==> src/sv/lfrc_pkg.sv <==
// ----------------------------------------------------------------------------
// lfrc_pkg
// Shared types, constants and helpers for the LIN frame receive checker.
// ----------------------------------------------------------------------------
`default_nettype none

package lfrc_pkg;

  localparam int SLOTS_DEF    = 4;
  localparam int MAX_DATA_DEF = 8;

  localparam logic [7:0] LIN_SYNC_PATTERN = 8'h55;

  // register indexes (byte address = 4 * index)
  localparam logic [1:0] REG_ENHANCED   = 2'd0;
  localparam logic [1:0] REG_SLOT_COUNT = 2'd1;
  localparam logic [1:0] REG_SLOT_IDS   = 2'd2;
  localparam logic [1:0] REG_SLOT_SIZES = 2'd3;

  localparam logic [2:0]  SLOT_COUNT_RST = 3'd1;
  localparam logic [15:0] SLOT_SIZES_RST = 16'h8888;

  localparam logic KIND_HEADER   = 1'b0;
  localparam logic KIND_RESPONSE = 1'b1;

  typedef enum logic [2:0] {
    PH_IDLE  = 3'd0,
    PH_SYNC  = 3'd1,
    PH_PID   = 3'd2,
    PH_DATA  = 3'd3,
    PH_CHECK = 3'd4
  } lfrc_phase_t;

  typedef struct packed {
    logic       mode;
    logic [7:0] rx_byte;
  } lfrc_in_t;

  typedef struct packed {
    logic       result_kind;
    logic [1:0] slot;
    logic       sync_ok;
    logic       pid_ok;
    logic       checksum_ok;
    logic [7:0] received_value;
    logic [7:0] expected_value;
  } lfrc_out_t;

  typedef struct packed {
    logic        enhanced_checksum;
    logic [2:0]  slot_count;
    logic [23:0] slot_ids;
    logic [15:0] slot_sizes;
  } lfrc_cfg_t;

  // queued check request: ref_val holds the raw frame ID (header) or the
  // running sum (response)
  typedef struct packed {
    logic       kind;
    logic [1:0] slot;
    logic       sync_good;
    logic [7:0] rx_byte;
    logic [7:0] ref_val;
  } lfrc_req_t;

  function automatic logic [7:0] protect_id(input logic [5:0] id);
    logic p0;
    logic p1;
    p0 = id[0] ^ id[1] ^ id[2] ^ id[4];
    p1 = ~(id[1] ^ id[3] ^ id[4] ^ id[5]);
    return {p1, p0, id};
  endfunction

endpackage

`default_nettype wire

==> src/sv/lfrc_front.sv <==
// ----------------------------------------------------------------------------
// lfrc_front
// Byte parser: tracks the frame phase, accumulates the checksum and queues
// one check request at the PID byte and at the checksum byte.
// ----------------------------------------------------------------------------
`default_nettype none

module lfrc_front
  import lfrc_pkg::*;
#(
  parameter int SLOTS    = SLOTS_DEF,
  parameter int MAX_DATA = MAX_DATA_DEF
) (
  input  wire logic      clk,
  input  wire logic      rst_n,
  input  wire logic      in_valid,
  input  wire lfrc_in_t  in_data,
  output logic           in_ready,
  input  wire lfrc_cfg_t cfg,
  input  wire logic      q_full,
  output logic           q_push,
  output lfrc_req_t      q_req
);

  localparam logic [2:0] ACT_CAP = 3'((SLOTS < 4) ? SLOTS : 4);
  localparam logic [3:0] LEN_CAP = 4'((MAX_DATA < 8) ? MAX_DATA : 8);

  lfrc_phase_t phase_r, phase_nxt;
  logic [3:0]  count_r, count_nxt;
  logic [7:0]  sum_r, sum_nxt;
  logic [1:0]  slot_r, slot_nxt;
  logic        sync_good_r, sync_good_nxt;

  logic       acc;
  logic [3:0] count_inc;
  logic [3:0] raw_len, slot_len;
  logic [2:0] active;
  logic [2:0] slot_inc;
  logic [8:0] sum_wide;
  logic [7:0] sum_add;
  logic [4:0] id_base;

  assign in_ready = !q_full;
  assign acc      = in_valid && in_ready;

  assign count_inc = count_r + 4'd1;
  assign raw_len   = cfg.slot_sizes[{slot_r, 2'b00} +: 4];
  assign slot_len  = (raw_len == 4'd0) ? 4'd1 : ((raw_len > LEN_CAP) ? LEN_CAP : raw_len);
  assign active    = (cfg.slot_count == 3'd0) ? 3'd1 :
                     ((cfg.slot_count > ACT_CAP) ? ACT_CAP : cfg.slot_count);
  assign slot_inc  = {1'b0, slot_r} + 3'd1;
  // end-around carry sum
  assign sum_wide  = {1'b0, sum_r} + {1'b0, in_data.rx_byte};
  assign sum_add   = sum_wide[7:0] + {7'd0, sum_wide[8]};
  assign id_base   = 5'(slot_r) * 5'd6;

  // next phase
  always_comb begin
    phase_nxt = phase_r;
    if (acc) begin
      if (in_data.mode) begin
        phase_nxt = PH_SYNC;
      end else begin
        case (phase_r)
          PH_SYNC:  phase_nxt = PH_PID;
          PH_PID:   phase_nxt = PH_DATA;
          PH_DATA:  phase_nxt = (count_inc >= slot_len) ? PH_CHECK : PH_DATA;
          PH_CHECK: phase_nxt = PH_IDLE;
          default:  phase_nxt = PH_IDLE;
        endcase
      end
    end
  end

  // datapath and queue requests
  always_comb begin
    count_nxt     = count_r;
    sum_nxt       = sum_r;
    slot_nxt      = slot_r;
    sync_good_nxt = sync_good_r;
    q_push        = 1'b0;
    q_req.kind      = KIND_HEADER;
    q_req.slot      = slot_r;
    q_req.sync_good = sync_good_r;
    q_req.rx_byte   = in_data.rx_byte;
    q_req.ref_val   = {2'b00, cfg.slot_ids[id_base +: 6]};
    if (acc) begin
      if (in_data.mode) begin
        count_nxt     = 4'd0;
        sum_nxt       = 8'd0;
        sync_good_nxt = 1'b0;
      end else begin
        case (phase_r)
          PH_SYNC: begin
            sync_good_nxt = (in_data.rx_byte == LIN_SYNC_PATTERN);
          end
          PH_PID: begin
            q_push    = 1'b1;
            count_nxt = 4'd0;
            sum_nxt   = cfg.enhanced_checksum ? in_data.rx_byte : 8'd0;
          end
          PH_DATA: begin
            sum_nxt   = sum_add;
            count_nxt = count_inc;
          end
          PH_CHECK: begin
            q_push        = 1'b1;
            q_req.kind    = KIND_RESPONSE;
            q_req.ref_val = sum_r;
            slot_nxt      = (slot_inc >= active) ? 2'd0 : slot_inc[1:0];
            count_nxt     = 4'd0;
            sum_nxt       = 8'd0;
          end
          default: begin
            count_nxt = count_r;
          end
        endcase
      end
    end
  end

  always_ff @(posedge clk) begin
    if (!rst_n) begin
      phase_r     <= PH_IDLE;
      count_r     <= 4'd0;
      sum_r       <= 8'd0;
      slot_r      <= 2'd0;
      sync_good_r <= 1'b0;
    end else begin
      phase_r     <= phase_nxt;
      count_r     <= count_nxt;
      sum_r       <= sum_nxt;
      slot_r      <= slot_nxt;
      sync_good_r <= sync_good_nxt;
    end
  end

endmodule

`default_nettype wire

==> config.mk <==
export PLATFORM = sky130hd
export DESIGN_NAME = lfrc_front
export DESIGN_NICKNAME = d
export VERILOG_FILES = /design/src/sv/lfrc_pkg.sv /design/src/sv/lfrc_front.sv
export SDC_FILE = /design/constraint.sdc
export NUM_CORES = 1
export LEC_CHECK = 0
export BUFFER_PORTS_ARGS = -buffer_cell sky130_fd_sc_hd__buf_2
export CAP_MARGIN = 30
export CORE_MARGIN = 3
export CORE_UTILIZATION = 49
export CTS_CLUSTER_SIZE = 14
export DETAILED_ROUTE_END_ITERATION = 7
export HOLD_SLACK_MARGIN = 0.12
export PLACE_DENSITY = 0.86
export SYNTH_ARGS = -nofsm -noshare
export SYNTH_HDL_FRONTEND = slang
export SYNTH_SLANG_ARGS = --single-unit
==> constraint.sdc <==
create_clock -name clk -period 3.2 [get_ports clk]
set_input_delay 0.16 -clock clk [delete_from_list [all_inputs] [get_ports clk]]
set_output_delay 0.16 -clock clk [all_outputs]
set_load 0.03 [all_outputs]
==> reports/metrics.yaml <==
outcome: "finished clean"
seq_area_um2: 360
leakagePower_nw: 1.16
grt_pass1_wl_mm: 9.00
antenna_found_initial: 0
num_vias: 2114
crit_required_ns: 3.33
die_y_um: 69.7
max_freq_ghz: 0.347
multi_input_area_um2: 1490
num_io_pins: 79
drt_wl_total_mm: 5.44
globalplace.congestion: 0.927
cts_tree: "built"
rows: 22
cts_setup_buffers: 0
worst_pin_slew_ns: 0.552
syn_nets: 325
cp.arrival_ns: 3.01
cts_buffers: 3
ir_drop_uv: 266
grt_pass1_vias: 2007
synth_edf_count: 0
fillers: 330
initial_core_util_pct: 52.4
rrSetupSlack_ns: 0.32
ctsRootBufferMaster: "clkbuf_8"
holdCritPathClass: "in2reg"
grt_start_max_net_pins: 15
cts_resized: 0
synth-seq-cells: 18
slew_violations: 0
synth_area_um2: 1990
synth_cell_types: 49
syn_area_per_cell_um2: 8.02
clock_path_buffers: 2
ys_async_sr_fraction_pct: 0
drc: 0
hold_viol: 0
cts_max_level: 1
routed_via_density: 5.76
io_buffers: 78
cp-start-kind: "register"
finalNetCount: 397
synth_top_area_share_pct: 18.1
synthCells: 248
setup_viol: 0
synthTopCellsByCount: "38 x nand2_1, 24 x nor2_1, 19 x ha_1"
fin_crit_ns: 2.88
rsz0062_at_grt: "false"
yosysSeqAreaShare_pct: 18.1
drt-wirelength-per-cell_um: 14.8
die_area_um2: 4860
clkTransAtPathRegs_ns: 0.07
fin_worst_skew_ns: 0.00331
finalCritPeriodShare_pct: 90.2
yosysMostFrequentCell: "nand2_1"
first_pass_iters: 5
clk_latency_ns: 0.25
layout-drive-gt1-share_pct: 31.7
synthTopCellsByArea: "dfxtp_1 18%, ha_1 12%, mux4_2 11%, nand2_1 7.2%, nor2_1 4.5%"
setup_tns_ns: 0
grt.overflow.total: 0
ys_warn_count: 0
core_um2: 3800
relSlewSlack_pct: 62.7
diodes: 0
cp_max_fo: 3
hold_buffers: 0
end_kind: "register"
maxCapViolations: 0
timing_worst_setup_path_type: "reg2reg"
dp_hpwl_mm: 4.50
ant_nets: 0
cts.sinks: 18
synth_largest_area_cell: "dfxtp_1"
powerDensity_nw_per_um2: 232
area_growth_pct: 22.0
synth_flop_cell: "dfxtp_1"
power_mw: 0.564
drt_iter0_drc: 148
grt_usage_pct: 22.3
die_w_um: 69.7
routing by layer:
layer,vias up,GRT usage [%],wire length (um),share of wire (%)
li1,1038,-,-,-
met1,973,28.6,2250,41
met2,95,38.0,2700,50
met3,8,4.93,422,7.8
met4,0,5.53,66,1.2
met5,-,0,0,0
state kept, by name, indices dropped and copies added, names as in the netlist:
| name | count |
|---|---|
| count_r | 4 |
| sync_good_r | 1 |
| phase_r | 3 |
| slot_r | 2 |
| sum_r | 8 |
power breakdown:
part           switching, mW  internal, mW  total, mW
sequential           0.00215         0.225      0.227
combinational         0.0850        0.0668      0.152
clock                 0.0753         0.109      0.185
total                  0.162         0.401      0.564
cells by family (layout without fill, tap and decap cells):
kind of cell,after synthesis,in the layout,synth area share (%)
buffers and inverters,27,98,6.98
adders and majority gates,20,20,13.0
xor gates and xnor gates,11,11,4.84
muxes,12,12,12.3
DFF,18,18,18.1
AOI/OAI and AO/OA,59,59,19.9
and+or+nand+nor,101,101,24.9
layout by cell type (no fill, tap or decap), types with 3 or more instances in the layout:
cell	instances
a211oi_1	4
mux4_2	10
o21ai_0	6
a31oi_1	3
dfxtp_1	18
ha_1	19
nand3_1	3
nand3b_1	3
inv_1	12
nor2_1	24
buf_2	78
nand2b_1	6
nand2_1	38
and2_1	5
and3_1	4
buf_4	3
a21o_1	5
xnor2_1	7
xor2_1	4
a21oi_1	16
o211ai_1	3
nor3_1	6
clkbuf_8	4
a22oi_1	5
worst max-delay path: stages, from the launching register on:
cell,delay (ns)
dfxtp_1,0.33
ha_1,0.19
inv_1,0.07
fa_1,0.19
nor2b_1,0.07
o311ai_0,0.48
a21o_1,0.21
nand2b_1,0.07
a21o_1,0.18
ha_1,0.21
ha_1,0.28
o21ai_0,0.20
nor3_1,0.08
a21oi_1,0.14
nor2_1,0.05
stage by stage:
stage | hold WS (ns) | utilization [%] | setup slack [ns] | cells | instance area (um^2)
6_report | 0.199 | 63.9 | 0.315 | 367 | 2430
5_1_grt | 0.212 | 63.9 | 0.0878 | 367 | 2430
4_1_cts | 0.192 | 63.9 | 0.318 | 367 | 2430
3_5_place_dp | 0.465 | 62.5 | 0.351 | 363 | 2370
3_3_place_gp | 0.470 | 62.3 | 0.442 | 362 | 2360
2_1_floorplan | 0.276 | - | 0.320 | 248 | 1990
final timing paths:
kind | start | end | cells after the start
worst max-delay path | sum_r[0] | sum_r[1] | 14
worst min-delay path | rst_n | phase_r[1] | 3
worst max register to register | sum_r[0] | sum_r[1] | 14
worst min register to register | sync_good_r | sync_good_r | 2
layout make-up:
| cell class | instances | share of cell area (%) |
|---|---|---|
| tap | 48 | 2.47 |
| timing repair buffer | 81 | 17.0 |
| sequential | 18 | 14.8 |
| clock buffer | 4 | 2.27 |
| inverter | 13 | 2.01 |
| multi-input combinational | 203 | 61.4 |
No activity file was read; power rests on OpenSTA's default activity.
